### config.mk
export PLATFORM = sky130hd
export DESIGN_NAME = tagged_count_line_parser_unit
export DESIGN_NICKNAME = d
export VERILOG_FILES = /design/src/rtl/tcl_pkg.sv /design/src/rtl/tagged_count_line_parser_unit.sv /design/src/rtl/tcl_matcher.sv /design/src/rtl/tcl_digit_run.sv
export SDC_FILE = /design/constraint.sdc
export NUM_CORES = 1
export LEC_CHECK = 0
export CORE_ASPECT_RATIO = 0.9
export CORE_MARGIN = 1.5
export CORE_UTILIZATION = 30
export CTS_CLUSTER_DIAMETER = 150
export DETAILED_ROUTE_END_ITERATION = 16
export DONT_BUFFER_PORTS = 1
export PLACE_DENSITY = 0.48
export RECOVER_POWER = 25
export SLEW_MARGIN = 30
export SYNTH_ARGS = -nofsm -noshare
export SYNTH_HDL_FRONTEND = slang
export SYNTH_HIERARCHICAL = 1
export SYNTH_SLANG_ARGS = --single-unit
export TNS_END_PERCENT = 1
### constraint.sdc
create_clock -name i_clk -period 9.25 [get_ports i_clk]
set_input_delay 0.4625 -clock i_clk [delete_from_list [all_inputs] [get_ports i_clk]]
set_output_delay 0.4625 -clock i_clk [all_outputs]
set_load 0.01 [all_outputs]
### src/rtl/tcl_pkg.sv
// ----------------------------------------------------------------------------
// tcl_pkg
// Shared types, character codes and helper functions for the tagged count
// line parser.
// ----------------------------------------------------------------------------
package tcl_pkg;

    // default width of a count value
    localparam int CNT_BITS_DEF  = 24;
    // widest accumulator any legal count width needs (count width up to 31)
    localparam int VAL_MAX_W     = 32;
    // reset value of the largest accepted count
    localparam int MAX_COUNT_RST = 100000;

    // character codes
    localparam logic [7:0] CH_C     = 8'h43;
    localparam logic [7:0] CH_P     = 8'h50;
    localparam logic [7:0] CH_M     = 8'h4D;
    localparam logic [7:0] CH_S     = 8'h53;
    localparam logic [7:0] CH_COLON = 8'h3A;
    localparam logic [7:0] CH_COMMA = 8'h2C;
    localparam logic [7:0] CH_EQUAL = 8'h3D;
    localparam logic [7:0] CH_SPACE = 8'h20;
    localparam logic [7:0] CH_TAB   = 8'h09;
    localparam logic [7:0] CH_MINUS = 8'h2D;
    localparam logic [7:0] CH_ZERO  = 8'h30;
    localparam logic [7:0] CH_NINE  = 8'h39;

    // tag matcher phase
    typedef enum logic [5:0] {
        PH_SEARCH = 6'b000001,
        PH_SKIP   = 6'b000010,
        PH_SIGN   = 6'b000100,
        PH_DIGITS = 6'b001000,
        PH_FOUND  = 6'b010000,
        PH_FAILED = 6'b100000
    } t_phase;

    // first digit run phase
    typedef enum logic [2:0] {
        FB_NONE = 3'b001,
        FB_RUN  = 3'b010,
        FB_DONE = 3'b100
    } t_fb_phase;

    // line-end status of one tag matcher
    typedef struct packed {
        logic has_num;
        logic in_range;
    } t_match_res;

    function automatic logic is_dec(input logic [7:0] c);
        return (c >= CH_ZERO) && (c <= CH_NINE);
    endfunction

    function automatic logic is_sep(input logic [7:0] c);
        return (c == CH_COLON) || (c == CH_COMMA) || (c == CH_EQUAL) ||
               (c == CH_SPACE) || (c == CH_TAB);
    endfunction

    // value * 10 + digit, held at sat once it passes sat
    function automatic logic [VAL_MAX_W-1:0] acc_digit(
        input logic [VAL_MAX_W-1:0] v,
        input logic [7:0]           c,
        input logic [VAL_MAX_W-1:0] sat
    );
        logic [VAL_MAX_W+3:0] v_ext;
        logic [VAL_MAX_W+3:0] n;
        v_ext = {4'b0000, v};
        n = (v_ext << 3) + (v_ext << 1) + {{(VAL_MAX_W-4){1'b0}}, 8'(c - CH_ZERO)};
        if (n > {4'b0000, sat}) begin
            return sat;
        end
        return n[VAL_MAX_W-1:0];
    endfunction

endpackage

### src/rtl/tagged_count_line_parser_unit.sv
// ----------------------------------------------------------------------------
// tagged_count_line_parser_unit
// Parses text lines byte by byte for a tagged per-minute count and an
// optional tagged per-second count, one result word per line.
// ----------------------------------------------------------------------------
//  channel   | direction | moves
//  ----------+-----------+---------------------------------------------------
//  s_axis    | in        | one line byte per word, tlast on the final byte
//  m_axis    | out       | one result word per line (counts and flags)
//  cfg       | in        | largest accepted count
//
//  One byte is taken per cycle unless a result waits at the output; a
//  line's result passes the input register, then the matcher update into
//  the result register. Reset clears all matchers and loads the largest
//  count with its default. A stalled result register holds the whole pipe,
//  so input ready follows output ready while a result waits.
// ----------------------------------------------------------------------------
module tagged_count_line_parser_unit import tcl_pkg::*; #(
    parameter int COUNT_BITS = CNT_BITS_DEF,
    localparam int TDATA_W   = ((2 * COUNT_BITS + 7) / 8) * 8
) (
    input  logic                  i_clk,
    input  logic                  i_rst_n,
    // input byte stream
    input  logic                  s_axis_tvalid,
    output logic                  s_axis_tready,
    input  logic [7:0]            s_axis_tdata,   // [7:0] char_in
    input  logic                  s_axis_tlast,   // last_char
    // result stream
    output logic                  m_axis_tvalid,
    input  logic                  m_axis_tready,
    output logic [TDATA_W-1:0]    m_axis_tdata,   // cpm, then cps, zero padded
    output logic [1:0]            m_axis_tuser,   // [0] line_ok, [1] cps_ok
    // configuration write
    input  logic                  i_cfg_valid,
    output logic                  o_cfg_ready,
    input  logic [COUNT_BITS-1:0] i_cfg_data
);

    logic                  en;
    logic                  step;
    logic                  r_in_valid;
    logic [7:0]            r_char;
    logic                  r_last;
    logic [COUNT_BITS-1:0] r_max;
    t_match_res            min_res;
    t_match_res            sec_res;
    logic [COUNT_BITS:0]   min_value;
    logic [COUNT_BITS:0]   sec_value;
    logic                  fb_seen;
    logic [COUNT_BITS:0]   fb_value;
    logic                  line_ok;
    logic                  cps_ok;
    logic [COUNT_BITS-1:0] cpm;
    logic [COUNT_BITS-1:0] cps;
    logic                  r_out_valid;
    logic                  r_line_ok;
    logic                  r_cps_ok;
    logic [COUNT_BITS-1:0] r_cpm;
    logic [COUNT_BITS-1:0] r_cps;

    // pipe advances unless a result is stuck at the output
    assign en            = !r_out_valid || m_axis_tready;
    assign s_axis_tready = en;
    assign step          = en && r_in_valid;

    // configuration register
    assign o_cfg_ready = 1'b1;
    always_ff @(posedge i_clk) begin
        if (!i_rst_n) begin
            r_max <= COUNT_BITS'(MAX_COUNT_RST);
        end else if (i_cfg_valid) begin
            r_max <= i_cfg_data;
        end
    end

    // input register
    always_ff @(posedge i_clk) begin
        if (!i_rst_n) begin
            r_in_valid <= 1'b0;
        end else if (en) begin
            r_in_valid <= s_axis_tvalid;
        end
    end

    always_ff @(posedge i_clk) begin
        if (en && s_axis_tvalid) begin
            r_char <= s_axis_tdata;
            r_last <= s_axis_tlast;
        end
    end

    // per-minute tag
    tcl_matcher #(
        .COUNT_BITS (COUNT_BITS),
        .TAG        (CH_M)
    ) u_min (
        .i_clk   (i_clk),
        .i_rst_n (i_rst_n),
        .i_step  (step),
        .i_char  (r_char),
        .i_last  (r_last),
        .i_max   (r_max),
        .o_res   (min_res),
        .o_value (min_value)
    );

    // per-second tag
    tcl_matcher #(
        .COUNT_BITS (COUNT_BITS),
        .TAG        (CH_S)
    ) u_sec (
        .i_clk   (i_clk),
        .i_rst_n (i_rst_n),
        .i_step  (step),
        .i_char  (r_char),
        .i_last  (r_last),
        .i_max   (r_max),
        .o_res   (sec_res),
        .o_value (sec_value)
    );

    // first digit run, used when the minute tag gives no number
    tcl_digit_run #(
        .COUNT_BITS (COUNT_BITS)
    ) u_fb (
        .i_clk   (i_clk),
        .i_rst_n (i_rst_n),
        .i_step  (step),
        .i_char  (r_char),
        .i_last  (r_last),
        .i_max   (r_max),
        .o_seen  (fb_seen),
        .o_value (fb_value)
    );

    // line result selection
    always_comb begin
        if (min_res.has_num) begin
            line_ok = min_res.in_range;
            cpm     = min_value[COUNT_BITS-1:0];
        end else begin
            line_ok = fb_seen && (fb_value <= {1'b0, r_max});
            cpm     = fb_value[COUNT_BITS-1:0];
        end
        cps_ok = line_ok && sec_res.has_num && sec_res.in_range;
        cps    = sec_value[COUNT_BITS-1:0];
    end

    // result register
    always_ff @(posedge i_clk) begin
        if (!i_rst_n) begin
            r_out_valid <= 1'b0;
        end else if (en) begin
            r_out_valid <= step && r_last;
        end
    end

    always_ff @(posedge i_clk) begin
        if (step && r_last) begin
            r_line_ok <= line_ok;
            r_cps_ok  <= cps_ok;
            r_cpm     <= line_ok ? cpm : '0;
            r_cps     <= cps_ok ? cps : '0;
        end
    end

    assign m_axis_tvalid = r_out_valid;
    assign m_axis_tdata  = TDATA_W'({r_cps, r_cpm});
    assign m_axis_tuser  = {r_cps_ok, r_line_ok};

endmodule

### src/rtl/tcl_matcher.sv
// ----------------------------------------------------------------------------
// tcl_matcher
// Finds the first "CP" plus tag letter on a line, skips separators, then
// reads an optional minus sign and a saturating decimal number.
// ----------------------------------------------------------------------------
module tcl_matcher import tcl_pkg::*; #(
    parameter int         COUNT_BITS = CNT_BITS_DEF,
    parameter logic [7:0] TAG        = CH_M
) (
    input  logic                  i_clk,
    input  logic                  i_rst_n,
    input  logic                  i_step,
    input  logic [7:0]            i_char,
    input  logic                  i_last,
    input  logic [COUNT_BITS-1:0] i_max,
    output t_match_res            o_res,
    output logic [COUNT_BITS:0]   o_value
);

    localparam int VAL_W = COUNT_BITS + 1;

    logic [1:0]       r_match, n_match;
    t_phase           r_phase, n_phase;
    logic [VAL_W-1:0] r_value, n_value;
    logic             r_neg,   n_neg;
    logic [VAL_MAX_W-1:0] sat;
    logic [VAL_W-1:0] acc_cont;
    logic [VAL_W-1:0] acc_first;

    // saturation point and digit accumulation
    assign sat       = VAL_MAX_W'(i_max) + VAL_MAX_W'(1);
    assign acc_cont  = VAL_W'(acc_digit(VAL_MAX_W'(r_value), i_char, sat));
    assign acc_first = VAL_W'(acc_digit('0, i_char, sat));

    // next state for one byte
    always_comb begin
        n_match = r_match;
        n_phase = r_phase;
        n_value = r_value;
        n_neg   = r_neg;
        unique case (r_phase)
            PH_SEARCH: begin
                if (r_match == 2'd2 && i_char == TAG) begin
                    n_match = 2'd0;
                    n_phase = PH_SKIP;
                end else if (i_char == CH_C) begin
                    n_match = 2'd1;
                end else if (r_match == 2'd1 && i_char == CH_P) begin
                    n_match = 2'd2;
                end else begin
                    n_match = 2'd0;
                end
            end
            PH_SKIP: begin
                if (is_sep(i_char)) begin
                    n_phase = PH_SKIP;
                end else if (i_char == CH_MINUS) begin
                    n_neg   = 1'b1;
                    n_value = '0;
                    n_phase = PH_SIGN;
                end else if (is_dec(i_char)) begin
                    n_value = acc_first;
                    n_phase = PH_DIGITS;
                end else begin
                    n_phase = PH_FAILED;
                end
            end
            PH_SIGN, PH_DIGITS: begin
                if (is_dec(i_char)) begin
                    n_value = acc_cont;
                    n_phase = PH_DIGITS;
                end else begin
                    n_phase = PH_FOUND;
                end
            end
            PH_FOUND, PH_FAILED: begin
                n_phase = r_phase;
            end
            default: begin
                n_phase = PH_SEARCH;
            end
        endcase
    end

    // line-end status from the state after this byte
    assign o_res.has_num  = (n_phase == PH_SIGN) || (n_phase == PH_DIGITS) ||
                            (n_phase == PH_FOUND);
    assign o_res.in_range = !(n_neg && (n_value != '0)) && (n_value <= {1'b0, i_max});
    assign o_value        = n_value;

    // state registers, cleared at line end
    always_ff @(posedge i_clk) begin
        if (!i_rst_n) begin
            r_match <= 2'd0;
            r_phase <= PH_SEARCH;
            r_value <= '0;
            r_neg   <= 1'b0;
        end else if (i_step) begin
            if (i_last) begin
                r_match <= 2'd0;
                r_phase <= PH_SEARCH;
                r_value <= '0;
                r_neg   <= 1'b0;
            end else begin
                r_match <= n_match;
                r_phase <= n_phase;
                r_value <= n_value;
                r_neg   <= n_neg;
            end
        end
    end

endmodule

### src/rtl/tcl_digit_run.sv
// ----------------------------------------------------------------------------
// tcl_digit_run
// Keeps the saturating value of the first run of decimal digits on a line.
// ----------------------------------------------------------------------------
module tcl_digit_run import tcl_pkg::*; #(
    parameter int COUNT_BITS = CNT_BITS_DEF
) (
    input  logic                  i_clk,
    input  logic                  i_rst_n,
    input  logic                  i_step,
    input  logic [7:0]            i_char,
    input  logic                  i_last,
    input  logic [COUNT_BITS-1:0] i_max,
    output logic                  o_seen,
    output logic [COUNT_BITS:0]   o_value
);

    localparam int VAL_W = COUNT_BITS + 1;

    t_fb_phase        r_phase, n_phase;
    logic [VAL_W-1:0] r_value, n_value;
    logic [VAL_MAX_W-1:0] sat;

    assign sat = VAL_MAX_W'(i_max) + VAL_MAX_W'(1);

    // next state for one byte
    always_comb begin
        n_phase = r_phase;
        n_value = r_value;
        unique case (r_phase)
            FB_NONE: begin
                if (is_dec(i_char)) begin
                    n_value = VAL_W'(acc_digit('0, i_char, sat));
                    n_phase = FB_RUN;
                end
            end
            FB_RUN: begin
                if (is_dec(i_char)) begin
                    n_value = VAL_W'(acc_digit(VAL_MAX_W'(r_value), i_char, sat));
                end else begin
                    n_phase = FB_DONE;
                end
            end
            FB_DONE: begin
                n_phase = FB_DONE;
            end
            default: begin
                n_phase = FB_NONE;
            end
        endcase
    end

    assign o_seen  = (n_phase != FB_NONE);
    assign o_value = n_value;

    // state registers, cleared at line end
    always_ff @(posedge i_clk) begin
        if (!i_rst_n) begin
            r_phase <= FB_NONE;
            r_value <= '0;
        end else if (i_step) begin
            if (i_last) begin
                r_phase <= FB_NONE;
                r_value <= '0;
            end else begin
                r_phase <= n_phase;
                r_value <= n_value;
            end
        end
    end

endmodule
Word level (Yosys, flattened, before mapping) --
Cells that the tools add are included.
Storage, ports and cells: register bits 181, input bits 38, output and inout port bits 53, word-level logic and storage cells 176
Cells by class: $add $sub $neg 8, $lt $le $gt $ge 9, equality and inequality tests 36, multiplexer cells 67, reduce and logical (&&, ||, !) cells 37
Operator list (number):
- 2-to-1 mux 25 bit | 22
- case mux 25 bit (2 select lines) | 3
- > comparator 36 x 25 -> 1 bit | 3
- adder 29 x 8 -> 30 bit | 3
- adder 28 x 26 -> 29 bit | 3
- less-or-equal comparator 25 x 24 -> 1 bit | 3
- nonzero test 25 bit | 2
- case mux 6 bit (4 select lines) | 2
- 2-to-1 mux 6 bit | 7
- == test 8 x 6 -> 1 bit (second input constant) | 5
- == test 8 x 7 -> 1 bit (second input constant) | 4
- > comparator 8 x 32 -> 1 bit | 1
- adder 24 x 1 -> 25 bit (second input constant) | 1
- == test 6 x 3 -> 1 bit (second input constant) | 4
- == test 6 x 4 -> 1 bit (second input constant) | 4
- == test 6 x 5 -> 1 bit (second input constant) | 4
- 2-to-1 mux 24 bit | 1
- 2-to-1 mux 2 bit | 10
- 2-to-1 mux 1 bit | 17
- logical AND 1 bit | 15
- == test 6 x 1 -> 1 bit (second input constant) | 2
- == test 6 x 2 -> 1 bit (second input constant) | 2
- == test 6 bit (second input constant) | 2
- logical OR 1 bit | 9
- 17 further kinds | 28

Longest topological paths before layout --
Gate-level depths: netlist (run 1).
depth after elaboration 15, gate-level depth with buffers 42, mapped depth without buffers 40

Cells and area by module --
The synthesis (run 1) kept the hierarchy.
Modules (own cells, without submodules):
- tcl_matcher at u_sec | instances 1, cells an instance 849, area each 6465.0 µm², seq. area each 680.7 µm²
- tcl_matcher at u_min | instances 1, cells an instance 815, area each 6391.1 µm², seq. area each 680.7 µm²
- tcl_digit_run | instances 1, cells an instance 694, area each 5079.9 µm², seq. area each 560.5 µm²
- tagged_count_line_parser_unit | instances 1, cells an instance 337, area each 4185.3 µm², seq. area each 2292.2 µm²

Worst setup path after synthesis (run 1) --
No wires, ideal clock.
path kind reg-to-reg, start register r_char[4], end register r_cps[11], data pin, setup time 0.140 ns, arrival time 7.655 ns, data required time 9.110 ns, slack 1.454 ns, cell stages (with the launch flop) 41, path buffers 2, clock period less this slack 7.796 ns, cells stage by stage edfxtp_1 inv_1 ha_1 inv_1 fa_1 inv_1 ha_1 o21ai_1 nor4b_4 o21ai_2 a21oi_1 o21bai_1 a22oi_1 xnor2_1 inv_1 ha_1 a21o_1 a2111o_1 (+5 left out) o21ai_1 ha_1 nor2b_1 o21a_1 o21ai_0 nand2b_1 a21oi_1 nor2b_1 o21a_1 o21ai_0 nand4b_1 a31oi_1 nand4_1 o2bb2ai_1 a32o_1 nand3_1 buf_2 a21boi_2
RTL lines:
- start: declaration | RTL line tagged_count_line_parser_unit.sv:43 | logic [7:0] r_char;
- start signal: assignment | RTL line tagged_count_line_parser_unit.sv:88 | r_char <= s_axis_tdata;
- end signal: assignment | RTL line tagged_count_line_parser_unit.sv:164 | r_cps <= cps_ok ? cps : '0;
- end: declaration | RTL line tagged_count_line_parser_unit.sv:60 | logic [COUNT_BITS-1:0] r_cps;

==> results of run 1 <==
-- final timing paths --
path / to / depth (start not counted) / from / slack (ns)
worst max register to register: r_cps[23]$_SDFFCE_PN0P_ / 32 / r_char[3]$_DFFE_PP_ / 0.36
worst max-delay path: r_cps[23]$_SDFFCE_PN0P_ / 32 / r_char[3]$_DFFE_PP_ / 0.36
worst min-delay path: r_char[5]$_DFFE_PP_ / 0 / s_axis_tdata[5] / 0.05
worst min register to register: u_sec/r_neg$_SDFFE_PN0P_ / 2 / u_sec/r_neg$_SDFFE_PN0P_ / 0.49
-- metrics by stage --
step,setup slack (ns),setup TNS [ns],util [%],power [uW],hold slack [ns]
floorplan,1.45,0,-,1130,0.437
global placement,-0.174,-2.84,32.1,1260,0.448
detailed placement,-0.247,-4.61,32.1,1260,0.465
CTS,0.0140,0,33.0,2070,0.00404
global route,-0.0317,-0.396,33.3,2140,0.00866
finish,0.355,0,33.3,2050,0.0472
-- power by group --
group	internal, uW	leakage [uW]	switching (uW)
registers	834	0.00152	43.3
logic	134	0.00834	245
clock network	365	0.000293	427
-- cells in the mapped netlist, types with 9 or more instances --
master    instances
a22o_1           21
or3_1            14
nor2_1          140
o22ai_1           9
xor2_1           37
inv_1           205
o21a_1           27
a22oi_1          51
nand2_1         232
dfxtp_1         122
nand2b_1         31
and3_1           27
nand4_1          71
xnor2_1         104
ha_1            315
mux2i_1          75
a31oi_1          13
o31ai_1          11
a32o_1            9
and4_1           11
nor4_1           28
a21boi_2         19
nor3_1           42
buf_4            12
fa_1             18
a21boi_0         15
nor2b_1          89
nor4_2            9
o21ai_0         137
nand3_1          63
a21oi_1         196
edfxtp_1         59
buf_2            24
a21o_1           52
a211oi_1         20
clkbuf_1         50
o211ai_1         39
and2_1           33
nor3_2            9
o21ai_1          23
-- sequential cells by signal, indices dropped and copies added, names as in the netlist, 2 cells and up --
signal,count
r_char,8
r_cpm,24
r_cps,24
r_max,24
u_fb/r_phase,3
u_fb/r_value,25
u_min/r_match,2
u_min/r_phase,6
u_min/r_value,25
u_sec/r_match,2
u_sec/r_phase,6
u_sec/r_value,25
-- logic make-up after synthesis --
group	count (synthesis)	share of synthesized area [%]
compound gates	769	24.1
buf+inv	305	5.86
fa+ha+maj	333	19.4
mux	80	3.65
xor+xnor	142	5.66
other cells	1	0.0170
flops	181	19.0
simple gates	884	22.2
-- worst max-delay path: cells and delay by family, from the launching register on --
kind	cells	cell delay, ns
xor gates and xnor gates	1	0.26
adders and majority gates	4	1.72
buffers and inverters	1	0.20
and+or+nand+nor	7	1.02
muxes	1	0.44
DFF	1	0.94
AOI/OAI and AO/OA	18	4.12
-- metal layers --
layer / share of wire [%] / vias up / GRT usage (%) / wire length (microns)
met4: 1.8 / 12 / 5.43 / 1540
met5: 0.10 / - / 0 / 91
met3: 8.1 / 90 / 4.70 / 7130
met2: 41 / 811 / 32.8 / 35600
met1: 49 / 10300 / 34.2 / 43300
li1: - / 10000 / - / -
-- timing repair --
item,in CTS,in global routing
gates cloned,0,1
pin swaps,0,11
setup buffers,2,14
endpoints found under the setup margin,25,50
endpoints found under the hold margin,0,0
gates resized for setup,4,18
-- placed cells by master (no fill, tap or decap), types with 9 or more instances in the layout --
master,netlist,layout
xnor2_1,104,103
dfxtp_1,122,122
inv_1,205,204
and3_1,27,27
a22o_1,21,21
a22oi_1,51,51
o21ai_1,23,22
nor2_1,140,137
a21oi_1,196,193
or3_1,14,14
o21ai_0,137,136
xor2_1,37,37
nor3_1,42,40
edfxtp_1,59,59
fa_1,18,18
o21a_1,27,27
mux2i_1,75,75
a32o_1,9,9
and4_1,11,11
nand3_1,63,63
nor3_2,9,11
ha_1,315,314
a21o_1,52,52
a31oi_1,13,13
and2_1,33,32
nand4_1,71,71
clkbuf_16,0,17
buf_4,12,88
o211ai_1,39,39
a21boi_2,19,19
nor4_2,9,10
nor4_1,28,27
a21boi_0,15,14
nand2_1,232,231
a211oi_1,20,20
o31ai_1,11,10
nand2b_1,31,31
nor2b_1,89,89
-- layout make-up --
cell class	count	area, sq um
clock inverters	15	181
clock buffers	17	425
inverters	208	781
repair buffers	98	738
well taps	960	1200
multi-input cells	2210	16800
diodes	2	5.00
fillers	7614	48700
flip-flops and latches	181	4210
==> flow_summary.ini, run 1 <==
[status]
status = completed

[sta]
hold_viol = 0
slew_headroom_pct = 29.2
report.final.slew_viol_count = 0
skew_ns = 0.0236
worstMarginPinSlew_ns = 1.06
fmax_mhz = 112
setup_viol = 0
period_share_pct = 96.2
min_period_ns = 8.89

[place]
gp_congestion = 0.957
dpl.hpwl_microns = 69700
placed_cells = 3640
io_buffers = 0
dpl_cell_area_sq_mm = 0.0235

[route]
vias_per_cell = 5.76
drc_errors = 0
drt-total-wl_microns = 87700
firstDrtPassIters = 7
wl_per_cell_microns = 23.7
final_antenna_net_count = 0
vias = 21200
drt_first_iter_violations = 1897

[global_routing]
grt_overflow_total = 0
grt_pass1_vias = 20300
antenna_found_initial = 9
grt_start_max_net_pins = 103
grt_usage_pct = 22.8
grt_pass1_wl_microns = 129000

[worst_setup_path]
crit_type = flop to flop
crit_required_ns = 9.60
crit_fanout = 7
arrival_ns = 9.25
start_kind = flop
crit_top_cell = a21o_1
max_stage_delay_ns = 0.94
cp-end-kind = flop
slowest_stage = edfxtp_1

[pwr]
ir_drop_uv = 127
p_leak_uw = 0.0102
power_density_mw_per_mm2 = 84.3

[die]
io_pins = 91
start_util_pct = 30.3
core_area_sq_mm = 0.0730
rows = 94
fp.dieW_microns = 289
dieArea_sq_mm = 0.0754
die_y_microns = 261

[synth]
synth_edf_count = 59
synth_warnings = 6
synth_top_cell_area_share_pct = 17.8
synth_ff_type = dfxtp_1
synth-seq-cells = 181
synth-seq-area-share_pct = 19.0
synthArstFlopShare_pct = 0
synth_top_area_cell = ha_1
synth.distinct_cells = 126
avgSynthCellArea_sq_um = 8.21
synthCells = 2695
synth.cell_area_sq_mm = 0.0221
synthTopCellsByArea = ha_1 18%, dfxtp_1 11%, edfxtp_1 8.0%
syn_nets = 3066

[finish]
nNetsFinal = 3087
final_cells = 3691
fin_area_sq_mm = 0.0243
drive_above_1_share_pct = 10.3
area_growth_pct = 9.88

[clocking]
tritoncts = built
root_buffer = clkbuf_16
clk_pin_slew_ns = 0.09
numCtsBuffers = 17
htree_levels = 4
clock_sinks = 181
cts.path.max_buffers = 2
worstSkewPairLatency_ns = 0.51
ctsHoldBuffers = 0

[flow_run]
cap_violations = 0

[min_path]
hold_path.class = input port to flop
Note: power is estimated with default switching activity, not from simulation.
==> run 2, diff against run 1 <==
--- a/config.mk
+++ b/config.mk
@@ -8,10 +8,11 @@
 export CORE_ASPECT_RATIO = 0.9
 export CORE_MARGIN = 1.5
 export CORE_UTILIZATION = 30
+export CTS_BUF_LIST = sky130_fd_sc_hd__clkbuf_8
 export CTS_CLUSTER_DIAMETER = 150
 export DETAILED_ROUTE_END_ITERATION = 16
 export DONT_BUFFER_PORTS = 1
-export PLACE_DENSITY = 0.48
+export PLACE_DENSITY = 0.45
 export RECOVER_POWER = 25
 export SLEW_MARGIN = 30
 export SYNTH_ARGS = -nofsm -noshare
==> flow_summary.ini, run 2 (same netlist as run 1, synthesis figures left out) <==
[status]
status = completed

[clocking]
cts.path.max_buffers = 2
numCtsBuffers = 17
clk_pin_slew_ns = 0.13
root_buffer = clkbuf_8
tritoncts = built
clock_sinks = 181
worstSkewPairLatency_ns = 0.58
htree_levels = 4

[sta]
setup_viol = 0
min_period_ns = 8.83
fmax_mhz = 113
period_share_pct = 95.5
report.final.slew_viol_count = 0
setup_tns_ns = 0
skew_ns = 0.0253
worstMarginPinSlew_ns = 1.36
hold_viol = 0
slew_headroom_pct = 9.28

[die]
start_util_pct = 30.3
die_y_microns = 261
fp.dieW_microns = 289
core_area_sq_mm = 0.0730
io_pins = 91
dieArea_sq_mm = 0.0754
rows = 94

[place]
io_buffers = 0
dpl.hpwl_microns = 71600
gp_congestion = 0.948
dpl_cell_area_sq_mm = 0.0236

[min_path]
hold_depth = 2
min-delay-start = i_cfg_data[20]
hold_path.class = input port to flop
worstHoldEndpoint = r_max[20]$_SDFFE_PN0P_

[worst_setup_path]
crit_fanout = 25
rr_worst_depth = 39
crit_type = flop to flop
arrival_ns = 9.26
slowest_stage = fa_1
start_kind = flop
crit_top_cell = inv_1
rrSetupSlack_ns = 0.42
r2r_start = r_char[4]$_DFFE_PP_
rr_endpoint = r_cps[3]$_SDFFCE_PN0P_
max_stage_delay_ns = 0.47
crit_required_ns = 9.68
cp-end-kind = flop

[global_routing]
grt_pass1_vias = 20600
grt_start_max_net_pins = 76
grt_usage_pct = 23.6
grt_overflow_total = 0
antenna_found_initial = 11
grt_pass1_wl_microns = 133000

[pwr]
p_leak_uw = 0.0103
ir_drop_uv = 86.2
power_density_mw_per_mm2 = 76.3

[route]
drc_errors = 0
drt_first_iter_violations = 1882
vias_per_cell = 5.74
firstDrtPassIters = 5
drt-total-wl_microns = 90300
final_antenna_net_count = 0
vias = 21400
wl_per_cell_microns = 24.2

[finish]
area_growth_pct = 10.9
drive_above_1_share_pct = 10.9
nNetsFinal = 3125
postLayoutCoreUtil_pct = 33.6
fin_area_sq_mm = 0.0245
reg_top3 = u_fb/r_value (25), u_min/r_value (25), u_sec/r_value (25)
mostFrequentLayoutCells = 312 x ha_1, 232 x nand2_1, 204 x inv_1, 195 x a21oi_1, 137 x nor2_1
layout.cells.most_common = ha_1

[flow_run]
cap_violations = 0
run 2: stage by stage:
stage               std cells  hold slack [ns]  total power, uW  setup WS [ns]
finish                   3734           0.0691             1870          0.418
global route             3730           0.0151             1960        -0.0310
CTS                      3713          0.00112             1890          0.140
detailed placement       3653            0.463             1270         -0.191
global placement         3652            0.453             1260         0.0388
floorplan                2695            0.437             1130           1.45
run 2: cell type report:
cell class                      count  area, sq um
Multi-Input combinational cell   2209        16800
Timing Repair Buffer              137         1120
Inverter                          208          781
Sequential cell                   181         4210
Antenna cell                        7         17.5
Fill cell                        7709        48500
Clock inverter                     15          163
Clock buffer                       17          234
Tap cell                          960         1200
run 2: repair_timing:
item	in CTS	in global routing
setup endpoints to repair	25	50
resized for setup	7	33
setup buffers	1	14
hold buffers	27	0
gates cloned	0	0
endpoints found under the hold margin	84	0
pin swaps	0	7
run 2: where the power goes:
part           switching, uW  total (uW)  internal [uW]
clock network            385         588            202
logic                    264         410            147
registers               39.3         874            834
total                    688        1870           1180
run 2: critical path: cells and delay by family, from the launching register on:
family	cells	cell delay [ns]
buf+inv	6	0.69
compound gates	20	4.11
mux	1	0.41
simple gates	6	0.95
flops	1	0.38
xor+xnor	1	0.25
fa+ha+maj	5	1.86
run 2: worst max-delay path by stage:
stage	startpoint	to	depth (start not counted)
final	r_char[4]$_DFFE_PP_	r_cps[3]$_SDFFCE_PN0P_	39
after global routing	r_char[4]$_DFFE_PP_	r_cps[23]$_SDFFCE_PN0P_	38
after CTS	r_char[5]$_DFFE_PP_	r_cps[3]$_SDFFCE_PN0P_	35
after detailed placement	r_char[4]$_DFFE_PP_	r_cps[3]$_SDFFCE_PN0P_	35
after global placement	r_char[4]$_DFFE_PP_	r_cps[0]$_SDFFCE_PN0P_	38
after floorplan	r_char[4]$_DFFE_PP_	r_cps[11]$_SDFFCE_PN0P_	40
run 2: per-layer routing:
layer	GRT usage, %	up-vias	part of all wire, %
met1	34.4	10400	49
met3	6.69	102	8.4
met4	7.00	10	2.4
met5	0	-	0.063
met2	33.1	775	40
li1	-	10100	-
